<file path="src/rtl/core/assert_macros.svh">
// Assertion macros shared by the heart rate block.
// Define NO_ASSERTIONS to compile every macro to nothing.
`ifndef ASSERT_MACROS_SVH
`define ASSERT_MACROS_SVH

`ifndef NO_ASSERTIONS

// Property must hold at every clock edge outside reset.
`define BIHR_ASSERT(lbl, clk, rst_n, prop) \
	lbl: assert property (@(posedge clk) disable iff (!rst_n) prop) \
	else $error("assertion failed");

// Condition must never be true outside reset.
`define BIHR_NEVER(lbl, clk, rst_n, cond) \
	lbl: assert property (@(posedge clk) disable iff (!rst_n) !(cond)) \
	else $error("forbidden condition seen");

`else

`define BIHR_ASSERT(lbl, clk, rst_n, prop)
`define BIHR_NEVER(lbl, clk, rst_n, cond)

`endif

`endif

</file>
<file path="src/rtl/core/bihr_pkg.sv">
// Package for the beat interval heart rate block: widths, constants and word types.
// Used by bihr_div and beat_interval_heart_rate; depends on nothing.
package bihr_pkg;

	localparam int TIME_W        = 32;
	localparam int BPM_W         = 16;
	localparam int WARMUP_W      = 4;
	localparam int DIVIDEND_W    = 20;
	localparam int HISTORY_DEPTH_DEF = 5;

	localparam logic [BPM_W-1:0]    MS_PER_MINUTE = 16'd60000;
	localparam logic [WARMUP_W-1:0] WARMUP_RESET  = 4'd5;
	localparam logic [WARMUP_W-1:0] TALLY_MAX     = 4'd15;

	// Input word: one sample of the beat line.
	typedef struct packed {
		logic              beat_level;
		logic [TIME_W-1:0] time_ms;
	} in_word_t;

	// Output word: one rate result.
	typedef struct packed {
		logic [BPM_W-1:0] instant_bpm;
		logic [BPM_W-1:0] average_bpm;
	} out_word_t;

	// Request to the shared divider.
	typedef struct packed {
		logic                  start;
		logic [DIVIDEND_W-1:0] dividend;
		logic [TIME_W-1:0]     divisor;
	} div_req_t;

	// Status from the shared divider.
	typedef struct packed {
		logic                  busy;
		logic                  done;
		logic [DIVIDEND_W-1:0] quotient;
	} div_rsp_t;

endpackage

</file>
<file path="src/rtl/core/bihr_div.sv">
// Shared restoring divider, one quotient bit per cycle.
// Depends on bihr_pkg for the operand widths and request/status types.
module bihr_div (
	input  logic               clk,
	input  logic               arst_n,
	input  bihr_pkg::div_req_t req,
	output bihr_pkg::div_rsp_t rsp
);

	localparam int CNT_W = $clog2(bihr_pkg::DIVIDEND_W);

	logic [bihr_pkg::TIME_W:0]       rem_q;
	logic [bihr_pkg::DIVIDEND_W-1:0] quo_q;
	logic [bihr_pkg::TIME_W-1:0]     dvs_q;
	logic [CNT_W-1:0]                cnt_q;
	logic                            busy_q;
	logic                            done_q;

	logic [bihr_pkg::TIME_W:0] trial;
	logic [bihr_pkg::TIME_W:0] diff;
	logic                      fits;

	// One shift, compare and subtract step.
	always_comb begin
		trial = {rem_q[bihr_pkg::TIME_W-1:0], quo_q[bihr_pkg::DIVIDEND_W-1]};
		diff  = trial - {1'b0, dvs_q};
		fits  = (trial >= {1'b0, dvs_q});
	end

	// Control: start loads the operands, then one step per cycle.
	always_ff @(posedge clk or negedge arst_n) begin
		if (!arst_n) begin
			busy_q <= 1'b0;
			done_q <= 1'b0;
			cnt_q  <= '0;
		end else begin
			done_q <= !req.start && busy_q &&
				(cnt_q == CNT_W'(bihr_pkg::DIVIDEND_W - 1));
			if (req.start) begin
				busy_q <= 1'b1;
				cnt_q  <= '0;
			end else if (busy_q) begin
				cnt_q <= cnt_q + CNT_W'(1);
				if (cnt_q == CNT_W'(bihr_pkg::DIVIDEND_W - 1)) begin
					busy_q <= 1'b0;
				end
			end
		end
	end

	// Datapath: remainder, quotient shift register and divisor.
	always_ff @(posedge clk) begin
		if (req.start) begin
			rem_q <= '0;
			quo_q <= req.dividend;
			dvs_q <= req.divisor;
		end else if (busy_q) begin
			rem_q <= fits ? diff : trial;
			quo_q <= {quo_q[bihr_pkg::DIVIDEND_W-2:0], fits};
		end
	end

	assign rsp.busy     = busy_q;
	assign rsp.done     = done_q;
	assign rsp.quotient = quo_q;

endmodule

</file>
<file path="src/rtl/core/beat_interval_heart_rate.sv">
// Heart rate from beat intervals: instant and moving-average rate per beat.
// A word without a new beat leaves the block ready for the next word. A counted beat word
// has its result after two passes (load plus 20 steps each) through the divider.
// The next word waits until the sequencer is idle after a counted beat; a result that
// finds the output register full stalls the input until that register is taken.
// Reset (arst_n low) clears the history, tally, arming and warmup (to 5) at once.
`include "assert_macros.svh"

module beat_interval_heart_rate #(
	parameter int HISTORY_DEPTH = bihr_pkg::HISTORY_DEPTH_DEF
) (
	input  logic                              clk,
	input  logic                              arst_n,
	input  logic                              in_valid,
	output logic                              in_ready,
	input  bihr_pkg::in_word_t                in_data,
	output logic                              out_valid,
	input  logic                              out_ready,
	output bihr_pkg::out_word_t               out_data,
	input  logic                              cfg_wr_en,
	input  logic [bihr_pkg::WARMUP_W-1:0]     cfg_wr_data
);

	localparam int SUM_W  = bihr_pkg::BPM_W + $clog2(HISTORY_DEPTH);
	localparam int SLOT_W = (HISTORY_DEPTH > 1) ? $clog2(HISTORY_DEPTH) : 1;

	typedef enum logic [2:0] {
		S_IDLE,
		S_RATE,
		S_AVG,
		S_HOLD
	} state_t;

	state_t                          state_q;
	logic                            prev_level_q;
	logic                            armed_q;
	logic [bihr_pkg::TIME_W-1:0]     last_time_q;
	logic [bihr_pkg::BPM_W-1:0]      hist_q [HISTORY_DEPTH];
	logic [SLOT_W-1:0]               slot_q;
	logic [SUM_W-1:0]                sum_q;
	logic [bihr_pkg::WARMUP_W-1:0]   tally_q;
	logic [bihr_pkg::WARMUP_W-1:0]   warmup_q;
	logic                            emit_q;
	logic [bihr_pkg::BPM_W-1:0]      instant_q;
	logic [bihr_pkg::BPM_W-1:0]      average_q;
	logic                            out_valid_q;
	bihr_pkg::out_word_t             out_data_q;

	logic                            accept;
	logic                            beat;
	logic                            start_rate;
	logic [bihr_pkg::TIME_W-1:0]     interval;
	logic [bihr_pkg::BPM_W-1:0]      instant;
	logic [SUM_W-1:0]                new_sum;
	logic [SLOT_W-1:0]               next_slot;
	logic                            out_free;
	logic                            load_out;
	bihr_pkg::div_req_t              div_req;
	bihr_pkg::div_rsp_t              div_rsp;

	// Edge detect and interval measurement on the incoming word.
	always_comb begin
		accept     = in_valid && in_ready;
		beat       = in_data.beat_level && !prev_level_q;
		start_rate = accept && beat && armed_q;
		interval   = in_data.time_ms - last_time_q;
		if (interval == '0) begin
			interval = bihr_pkg::TIME_W'(1);
		end
	end

	// History update, computed when the rate quotient comes back.
	always_comb begin
		instant   = div_rsp.quotient[bihr_pkg::BPM_W-1:0];
		new_sum   = sum_q - SUM_W'(hist_q[slot_q]) + SUM_W'(instant);
		next_slot = (slot_q == SLOT_W'(HISTORY_DEPTH - 1)) ? '0 : slot_q + SLOT_W'(1);
		out_free  = !out_valid_q || out_ready;
		load_out  = ((state_q == S_AVG) && div_rsp.done && emit_q && out_free) ||
			((state_q == S_HOLD) && out_free);
	end

	// Divider requests: rate division on a beat, average division after the update.
	always_comb begin
		div_req.start    = 1'b0;
		div_req.dividend = bihr_pkg::DIVIDEND_W'(bihr_pkg::MS_PER_MINUTE);
		div_req.divisor  = interval;
		if (start_rate) begin
			div_req.start = 1'b1;
		end else if (state_q == S_RATE && div_rsp.done) begin
			div_req.start    = 1'b1;
			div_req.dividend = bihr_pkg::DIVIDEND_W'(new_sum);
			div_req.divisor  = bihr_pkg::TIME_W'(HISTORY_DEPTH);
		end
	end

	bihr_div u_div (
		.clk    (clk),
		.arst_n (arst_n),
		.req    (div_req),
		.rsp    (div_rsp)
	);

	// Sequencer and control state.
	always_ff @(posedge clk or negedge arst_n) begin
		if (!arst_n) begin
			state_q      <= S_IDLE;
			prev_level_q <= 1'b0;
			armed_q      <= 1'b0;
			last_time_q  <= '0;
			slot_q       <= '0;
			sum_q        <= '0;
			tally_q      <= '0;
			warmup_q     <= bihr_pkg::WARMUP_RESET;
			emit_q       <= 1'b0;
			out_valid_q  <= 1'b0;
			for (int i = 0; i < HISTORY_DEPTH; i++) begin
				hist_q[i] <= '0;
			end
		end else begin
			if (cfg_wr_en) begin
				warmup_q <= cfg_wr_data;
			end
			// The output register fills on a load and empties when taken.
			if (load_out) begin
				out_valid_q <= 1'b1;
			end else if (out_ready) begin
				out_valid_q <= 1'b0;
			end
			case (state_q)
				S_IDLE: begin
					if (accept) begin
						prev_level_q <= in_data.beat_level;
						if (beat) begin
							armed_q     <= 1'b1;
							last_time_q <= in_data.time_ms;
							if (armed_q) begin
								state_q <= S_RATE;
							end
						end
					end
				end
				S_RATE: begin
					if (div_rsp.done) begin
						hist_q[slot_q] <= instant;
						sum_q          <= new_sum;
						slot_q         <= next_slot;
						emit_q         <= (tally_q > warmup_q);
						if (tally_q < bihr_pkg::TALLY_MAX) begin
							tally_q <= tally_q + bihr_pkg::WARMUP_W'(1);
						end
						state_q <= S_AVG;
					end
				end
				S_AVG: begin
					if (div_rsp.done) begin
						if (!emit_q || out_free) begin
							state_q <= S_IDLE;
						end else begin
							state_q <= S_HOLD;
						end
					end
				end
				S_HOLD: begin
					if (out_free) begin
						state_q <= S_IDLE;
					end
				end
				default: begin
					state_q <= S_IDLE;
				end
			endcase
		end
	end

	// Result payload registers.
	always_ff @(posedge clk) begin
		if (state_q == S_RATE && div_rsp.done) begin
			instant_q <= instant;
		end
		if (state_q == S_AVG && div_rsp.done) begin
			average_q <= div_rsp.quotient[bihr_pkg::BPM_W-1:0];
		end
		if (load_out) begin
			out_data_q.instant_bpm <= instant_q;
			out_data_q.average_bpm <= (state_q == S_HOLD) ? average_q :
				div_rsp.quotient[bihr_pkg::BPM_W-1:0];
		end
	end

	assign in_ready  = (state_q == S_IDLE);
	assign out_valid = out_valid_q;
	assign out_data  = out_data_q;

	// The divider is idle whenever a new word may be taken.
	`BIHR_ASSERT(a_idle_div_free, clk, arst_n, in_ready |-> !div_rsp.busy)
	// A counted beat always starts the divider.
	`BIHR_ASSERT(a_beat_starts_div, clk, arst_n, start_rate |=> div_rsp.busy)
	// The history pointer stays inside the history.
	`BIHR_NEVER(a_slot_range, clk, arst_n, slot_q > SLOT_W'(HISTORY_DEPTH - 1))
	// No quotient arrives while the sequencer waits for input.
	`BIHR_NEVER(a_no_stray_done, clk, arst_n, state_q == S_IDLE && div_rsp.done)

endmodule
</file>
<file path="config.mk">
export PLATFORM = sky130hd
export DESIGN_NAME = beat_interval_heart_rate
export DESIGN_NICKNAME = d
export VERILOG_FILES = /design/src/rtl/core/bihr_pkg.sv /design/src/rtl/core/bihr_div.sv /design/src/rtl/core/beat_interval_heart_rate.sv
export VERILOG_INCLUDE_DIRS = /design/src /design/src/rtl/core
export SDC_FILE = /design/constraint.sdc
export NUM_CORES = 1
export LEC_CHECK = 0
export BUFFER_PORTS_ARGS = -buffer_cell sky130_fd_sc_hd__buf_2
export CAP_MARGIN = 20
export CORE_MARGIN = 3
export CORE_UTILIZATION = 40
export DETAILED_ROUTE_END_ITERATION = 10
export SYNTH_ARGS = -nofsm -noshare
export SYNTH_HDL_FRONTEND = slang
export SYNTH_SLANG_ARGS = --single-unit
export TNS_END_PERCENT = 20
</file>
<file path="constraint.sdc">
create_clock -name clk -period 9.6 [get_ports clk]
set_input_delay 0.48 -clock clk [delete_from_list [all_inputs] [get_ports clk]]
set_output_delay 0.48 -clock clk [all_outputs]
set_load 0.03 [all_outputs]
</file>
==> metrics.md, run 1 <==
| Metric | Value |
|---|---|
| Grt ovf | `0` |
| Peak fanout along the critical path | `27` |
| Outcome | `finished with violations` |
| CTS H-tree depth | `2` |
| Register area share after synthesis | `0.478` |
| Buffers on Ports | `75` |
| Hold Buf Count CTS | `0` |
| 1st-iter DRT viols | `804` |
| Sequential share of power | `0.283` |
| Tot Pwr | `7170 uW` |
| Slew Limit Fails | `0` |
| CTS clk-pin slew, worst paths | `0.06 ns` |
| Fill cells | `3902` |
| Logic pwr share | `0.528` |
| Fmax achieved | `around 0.19 GHz` |
| Reg-to-reg critical path startpoint | `slot_q[1]$_DFFE_PN0P_` |
| Pre-CTS setup slack | `4.36 ns` |
| Boundary Pins | `76` |
| Initial antenna violation count | `0` |
| Cell Area, Synth | `0.0168 mm^2` |
| Max transition margin | `0.321` |
| Post-route DRC | `0` |
| Std-Cell Rows | `74` |
| Synth async-reset ratio | `0.512` |
| HP Class | `input port to async pin` |
| Worst-skew pair later-pin latency | `0.54 ns` |
| CTS resizes | `0` |
| Routed WL | `38200 um` |
| Via density | `5.31` |
| Slew of the pin with the lowest slew margin | `1.02 ns` |
| Internal | `4190 uW` |
| Net Switching | `between 2000 and 3000 uW` |
| WHS | `-0.0134 ns` |
| Syn-to-layout area delta | `13.0%` |
| Crit path time final | `5.24 ns` |
| Post-synth top area share | `0.229` |
| Clock skew | `~0.018 ns` |
| Final Instance Count excl. Fillers | `2307` |
| Post-CTS setup buffers | `0` |
| Longest Clk Path Bufs | `3` |
| Starting Density | `0.408` |
| Yosys top cell by area | `dfrtp_1` |
| Worst EP arrival | `5.51 ns` |
| Synth Area per Inst | `a little under 10 um^2` |
| Synth area leaders | `dfrtp_1 (23%), edfxtp_1 (21%), ha_1 (6.7%)` |
| Setup TNS | `0 ns` |
| Fraction of layout cells with a size suffix above 1 | `0.128` |
| Tcrit/Tclk final | `0.546` |
| Die W | `211 um` |
| All-Layer GR Usage | `0.174` |
| Die Y | `211 um` |
| Vias in the first global route | `around 12000` |
| MaxCap Viol Count | `0` |
| Pwr dens | `379 mW/mm^2` |
| Drt pass-1 iters | `5` |
| HPWL after DPL | `27100 um` |
| Die area | `0.0444 mm^2` |
| Antenna-violating nets left | `0` |
| EDFF count, synth | `between 100 and 150` |
| Final nets | `1900` |
| Startpoint class of the critical path | `flop` |
| Unrepaired setup endpoints after global routing | `false` |
| Largest net degree at the start of global routing | `87` |
| Final Setup Violations | `0` |
| Yosys cell types | `73` |
| Worst Setup SP | `slot_q[1]$_DFFE_PN0P_` |
| CTS tree | `done` |
| Ys Warns | `0` |
| DR vias | `between 10000 and 15000` |
| Placed cells | `roughly 2200` |
| Post-Synthesis Cells | `1692` |
| Leak | `0.00829 uW` |
| Critical path class | `flop to flop` |
| Final hold viol count | `23` |
| Synth top cells by count | `nand2_1 (206), o21ai_0 (171), inv_1 (155)` |
| Violated checks | `hold timing` |
| Main synth FF type | `dfrtp_1` |
| Switching share of power | `0.416` |
| Final Core Density | `0.460` |
| Clock sinks | `303` |
| Critical path endpoint category | `flop` |
| CP required | `slightly below 10 ns` |
| Seq cells post-synth | `303` |
| Core area | `0.0411 mm^2` |
| Final Worst Setup Slack | `about 4.4 ns` |
| Max rail drop VDD | `between 150 and 200 uV` |
| CTS Buf Count | `35` |
| Clock Power Share | `0.189` |
| Post-DR wirelength/cell | `approximately 17 um` |
| CTS root buffer | `clkbuf_16` |
| Final GP Congestion | `roughly 0.85` |
| Count leader, synth | `nand2_1` |
| Antenna diodes | `0` |
| Syn Nets | `1842` |
| First-pass GRT wire length | `63300 um` |
## path summary, 6_finish.rpt
path	endpoint	slack [ns]	cells past startpoint
setup / recovery	u_div.quo_q[18]$_DFFE_PP_	4.36	16
hold / removal	state_q[0]$_DFFE_PN0P_	-0.01	1
setup reg to reg	u_div.quo_q[18]$_DFFE_PP_	4.36	16
hold reg to reg	out_data[30]$_DFFE_PP_	0.42	0
max in group asynchronous	hist_q[1]$_DFFE_PN0P_	8.37	3
min in group clk	warmup_q[1]$_DFFE_PN0P_	0.16	3
## critical path, stage by stage (launching register included)
cell	delay (ns)
dfrtp_1	0.99
clkinv_1	0.49
nor2_1	0.39
a22oi_1	0.11
o22ai_1	0.20
fa_1	0.50
fa_1	0.48
nor2b_1	0.11
o21ai_0	0.09
a21boi_0	0.23
o21ai_0	0.10
nand2b_1	0.10
a31oi_1	0.19
o31ai_1	0.52
a211oi_1	0.16
xnor2_1	0.20
o21ai_0	0.09
## final cells by class
class | count | area (um^2) | area share
Inverter | 157 | 589 | 0.0311
Multi-Input combinational cell | 1160 | 7880 | 0.416
Timing Repair Buffer | 93 | 612 | 0.0323
Clock buffer | 44 | 971 | 0.0513
Sequential cell | 303 | 8010 | 0.423
Tap cell | 532 | 666 | 0.0352
Clock inverter | 18 | 200 | 0.0106
## sequential cells by signal, summed over array words and instances (netlist names)
signal	flops
u_div.rem_q	32
hist_q	80
instant_q	16
prev_level_q	1
out_data	32
slot_q	3
armed_q	1
sum_q	19
warmup_q	4
u_div.busy_q	1
average_q	16
state_q	2
emit_q	1
out_valid	1
u_div.quo_q	20
u_div.done_q	1
tally_q	4
u_div.cnt_q	5
u_div.dvs_q	32
last_time_q	32
## layer usage
| layer | vias up | track usage | share of wire | routed length [um] |
|---|---|---|---|---|
| li1 | 6082 | - | - | - |
| met1 | 5906 | 0.266 | 0.51 | 19500 |
| met2 | 219 | 0.263 | 0.43 | 16500 |
| met3 | 42 | 0.0260 | 0.042 | 1590 |
| met4 | 0 | 0.0381 | 0.017 | 635 |
| met5 | - | 0 | 0 | 0 |
## cells in the final DEF (no fill, tap or decap), types with 5 or more instances in the layout
master,synthesis,final
inv_1,155,154
a22oi_1,14,14
o22ai_1,10,10
a21o_1,40,40
nor3_1,14,13
or3_1,6,6
xnor2_1,44,44
dfxtp_1,32,32
nand3_1,32,31
a21oi_1,96,96
nand4_1,12,12
buf_2,3,74
xor2_1,28,28
clkinv_1,2,5
and3_1,13,13
ha_1,90,90
a31o_2,5,5
mux2i_1,21,21
o31ai_1,5,5
dfrtp_1,153,152
mux2_2,50,50
edfxtp_1,116,116
o21ai_0,171,171
a211oi_1,24,24
clkinv_2,0,6
nor2_1,101,100
nand2_1,206,206
fa_1,18,18
nor3b_1,6,5
o21a_1,14,14
nor2b_1,13,13
nand2b_1,9,9
clkbuf_16,0,36
o211ai_1,18,18
a31oi_1,23,23
and2_1,12,12
mux4_2,6,6
buf_4,0,11
## kinds of logic (layout without fill, tap and decap cells)
kind of cell	after synthesis	after routing	share of synthesized area
AO/OA/AOI/OAI	463	463	0.171
AND/OR/NAND/NOR	440	440	0.117
flip-flops	303	303	0.478
buffers and inverters	229	312	0.0529
adder cells (fa/ha/maj)	108	108	0.0887
multiplexers	77	77	0.0542
XOR/XNOR	72	72	0.0376
## per-stage QoR
step           area (um^2)  hold WS, ns
6_report             18900      -0.0134
5_1_grt              18900       0.0345
4_1_cts              18800       0.0147
3_5_place_dp         17600        0.405
3_3_place_gp         17600        0.403
2_1_floorplan        16800        0.184
## power groups by stage
stage               Combinational (uW)  Sequential (uW)  Clock, uW
finish                            3780             2030       1360
global route                      4280             2080       1450
CTS                               3740             2050       1390
detailed placement                3720             2080          0
global placement                  3660             2060          0
floorplan                         3010             1960          0
(Power assumes the default switching activity.)
==> inputs of run 2 (changes only) <==
Settings changed: ABC_AREA from default to 1.
Clock period 9.6 ns to 5.4 ns, I/O delays scaled along.
==> metrics.md, run 2 <==
| Metric | Value |
|---|---|
| Final Instance Count excl. Fillers | `2981 (+29%)` |
| MaxCap Viol Count | `0 (unchanged)` |
| Grt ovf | `0 (unchanged)` |
| Syn-to-layout area delta | `14.7%` |
| Slew Limit Fails | `0 (unchanged)` |
| Drt pass-1 iters | `5 (unchanged)` |
| CP dominant cell by count | `o21ai_0` |
| Synth top cells by count | `nand2_1 (660), inv_1 (338), o21ai_0 (217)` |
| Final Setup Violations | `0 (unchanged)` |
| Sequential share of power | `0.270 (-0.013)` |
| Critical Path, Cell by Cell | `nor3_2, nand2_1, nand4_1, fa_1, inv_1, ha_1, a21oi_1, o21ai_0, a21oi_1, o21ai_0, nand3_1, nand3_1, a21oi_1, o21ai_0, o21ai_0` |
| 1st-iter DRT viols | `1043 (+30%)` |
| Leak | `0.00968 uW (+17%)` |
| Logic pwr share | `0.549 (+0.021)` |
| Yosys top cell by area | `dfrtp_1` |
| Core area | `0.0433 mm^2 (+5.2%)` |
| HP Start | `in_data[1]` |
| Count leader, synth | `nand2_1` |
| Tcrit/Tclk final | `0.721 (+0.175)` |
| Worst-skew pair later-pin latency | `0.56 ns (+0.02 ns)` |
| DR vias | `14797 (+21%)` |
| Final hold viol count | `0 (-100%)` |
| Buffers on Ports | `75 (unchanged)` |
| Net Switching | `6030 uW (+100%)` |
| Yosys cell types | `51 (-30%)` |
| Max reg flops | `80 (unchanged)` |
| WHS | `0.0370 ns (+0.0505 ns)` |
| Peak fanout along the critical path | `13 (-52%)` |
| Register area share after synthesis | `0.454 (-0.0236)` |
| Main synth FF type | `dfrtp_1` |
| Clock sinks | `303 (unchanged)` |
| Vias in the first global route | `14454 (+24%)` |
| Critical-path top delay cell | `nor3_2` |
| Die area | `0.0466 mm^2 (+5.1%)` |
| Post-synth top area share | `0.217 (-0.0113)` |
| Initial antenna violation count | `0 (unchanged)` |
| Most common cell after layout, fill and taps aside | `nand2_1` |
| Fin area | `0.0202 mm^2 (+6.8%)` |
| Top reg by flops | `hist_q` |
| Final GP Congestion | `0.960 (+13%)` |
| CTS tree | `done` |
| Internal | `6970 uW (+66%)` |
| Worst R2R Path Depth | `15 (-1)` |
| Startpoint class of the critical path | `flop` |
| Delay of the slowest critical-path stage | `0.83 ns (-0.16 ns)` |
| Fmax achieved | `0.257 GHz (+35%)` |
| CP required | `5.69 ns (-4.18 ns)` |
| Cell Area, Synth | `0.0176 mm^2 (+5.2%)` |
| Largest net degree at the start of global routing | `81 (-6.9%)` |
| Critical path endpoint category | `flop` |
| Pwr dens | `643 mW/mm^2 (+70%)` |
| Std-Cell Rows | `76 (+2.7%)` |
| Syn Nets | `2402 (+30%)` |
| All-Layer GR Usage | `0.199 (+0.0252)` |
| Clock skew | `0.0224 ns (+0.00427 ns)` |
| Starting Density | `0.407 (about the same)` |
| Via density | `4.96 (-6.5%)` |
| Crit-path leading delay family | `simple AND/OR/NAND/NOR gates` |
| Post-route DRC | `0 (unchanged)` |
| Hold-critical path endpoint | `last_time_q[1]$_DFFE_PN0P_` |
| Boundary Pins | `76 (unchanged)` |
| Setup slack, reg-to-reg | `1.51 ns (-2.86 ns)` |
| CTS H-tree depth | `2 (unchanged)` |
| CTS root buffer | `clkbuf_16` |
| Reg-to-reg critical path startpoint | `slot_q[1]$_DFFE_PN0P_` |
| Synth Area per Inst | `7.83 um^2 (-21%)` |
| Longest Clk Path Bufs | `3 (unchanged)` |
| HP Class | `input port to flop` |
| Crit path time final | `3.89 ns (-1.34 ns)` |
| Unrepaired setup endpoints after global routing | `false` |
| Setup TNS | `0 ns (unchanged)` |
| Slew of the pin with the lowest slew margin | `1.11 ns (+0.0923 ns)` |
| Placed cell areas | `0.0186 mm^2 (+5.7%)` |
| Post-CTS setup buffers | `0 (unchanged)` |
| End of the worst register-to-register path | `u_div.quo_q[16]$_DFFE_PP_` |
| Max transition margin | `0.258 (-0.0634)` |
| Seq cells post-synth | `303 (unchanged)` |
| Critical path class | `flop to flop` |
| Routed WL | `45800 um (+20%)` |
| Synth area leaders | `dfrtp_1 (22%), edfxtp_1 (20%), nand2_1 (14%)` |
| Tot Pwr | `13000 uW (+81%)` |
| CTS clk-pin slew, worst paths | `0.06 ns (about the same)` |
| Outcome | `completed` |
| Antenna-violating nets left | `0 (unchanged)` |
| Ys Warns | `0 (unchanged)` |
| Post-DR wirelength/cell | `15.4 um (-7.2%)` |
| Synth async-reset ratio | `0.512 (unchanged)` |
| First-pass GRT wire length | `75600 um (+20%)` |
| Hold path cells | `3` |
| Clock Power Share | `0.181 (-0.008)` |
| HPWL after DPL | `33600 um (+24%)` |
| Post-Synthesis Cells | `2252 (+33%)` |
| Most frequent cells in the layout | `nand2_1 (659), inv_1 (337), o21ai_0 (217)` |
| Antenna diodes | `0 (unchanged)` |
| Die W | `216 um (+2.5%)` |
| Max rail drop VDD | `424 uV (+170%)` |
| Fraction of layout cells with a size suffix above 1 | `0.0730 (-0.0554)` |
| Switching share of power | `0.464 (+0.0477)` |
| Placed cells | `2873 (+28%)` |
| Die Y | `216 um (+2.5%)` |
| CP bufs+invs | `1 (unchanged)` |
| Worst EP arrival | `4.18 ns (-1.33 ns)` |
| Final nets | `2519 (+33%)` |
| CTS Buf Count | `35 (unchanged)` |
| EDFF count, synth | `116 (unchanged)` |
[run 2: changes by cell type after synthesis, sizes merged, moves of 35 or more]
cell	change
mux2	-48
inv	+187
nand2	+460
nor2	+60
nand3	+62
a21o	-35
o21ai	+59
a21oi	+36
[run 2: worst max-delay path by stage]
stage,from,end,slack [ns],cells past startpoint
floorplan,slot_q[2]$_DFFE_PN0P_,u_div.quo_q[16]$_DFFE_PP_,1.96,16
detailed placement,slot_q[1]$_DFFE_PN0P_,u_div.quo_q[16]$_DFFE_PP_,1.59,14
global placement,slot_q[1]$_DFFE_PN0P_,u_div.quo_q[16]$_DFFE_PP_,1.66,15
CTS,slot_q[1]$_DFFE_PN0P_,u_div.quo_q[16]$_DFFE_PP_,1.59,16
finish,slot_q[1]$_DFFE_PN0P_,u_div.quo_q[16]$_DFFE_PP_,1.51,15
global route,slot_q[1]$_DFFE_PN0P_,u_div.quo_q[16]$_DFFE_PP_,1.07,16
[run 2: kinds of logic (layout without fill, tap and decap cells)]
logic type	after synthesis	count (layout)	share of synthesized area
and+or+nand+nor	999	999	0.232
AOI/OAI and AO/OA	411	411	0.124
buffers and inverters	394	538	0.0865
DFF	303	303	0.454
adders and majority gates	108	108	0.0843
xor gates and xnor gates	35	35	0.0174
muxes	2	2	0.00128
[run 2: worst min-delay path, delay by kind of cell]
family / cells / cell delay (ns)
and+or+nand+nor: 1 / 0.06
AOI/OAI and AO/OA: 1 / 0.06
buffers and inverters: 1 / 0.15
[run 2: area by class of cell]
| class | instances | area [um^2] |
|---|---|---|
| Tap cell | 585 | 732 |
| Fill cell | 4292 | 23000 |
| Clock buffer | 46 | 937 |
| Inverter | 342 | 1280 |
| Clock inverter | 18 | 194 |
| Multi-Input combinational cell | 1555 | 8120 |
| Timing Repair Buffer | 132 | 952 |
| Sequential cell | 303 | 8010 |
[run 2: what timing repair did]
| action | in CTS | in global routing |
|---|---|---|
| endpoints found under the hold margin | 111 | 0 |
| resized for setup | 0 | 0 |
| hold buffers | 41 | 0 |
[run 2: power groups by stage]
stage	Clock [uW]	Sequential, uW	Combinational, uW
2_1_floorplan	0	3520	5300
3_3_place_gp	0	3530	6970
3_5_place_dp	0	3540	7040
4_1_cts	2420	3510	7110
5_1_grt	2510	3570	8210
6_report	2350	3500	7140
[run 2: routing by layer]
layer	wire, um	GRT usage
met1	22200	0.288
met2	19800	0.310
met3	2390	0.0289
met4	1370	0.0622
met5	0	0
[run 2: per-stage QoR]
step / util / setup slack (ns)
final: 0.467 / 1.51
after detailed placement: 0.430 / 1.59
after global routing: 0.467 / 1.07
after CTS: 0.466 / 1.59
after global placement: 0.430 / 1.66
after floorplan: - / 1.96
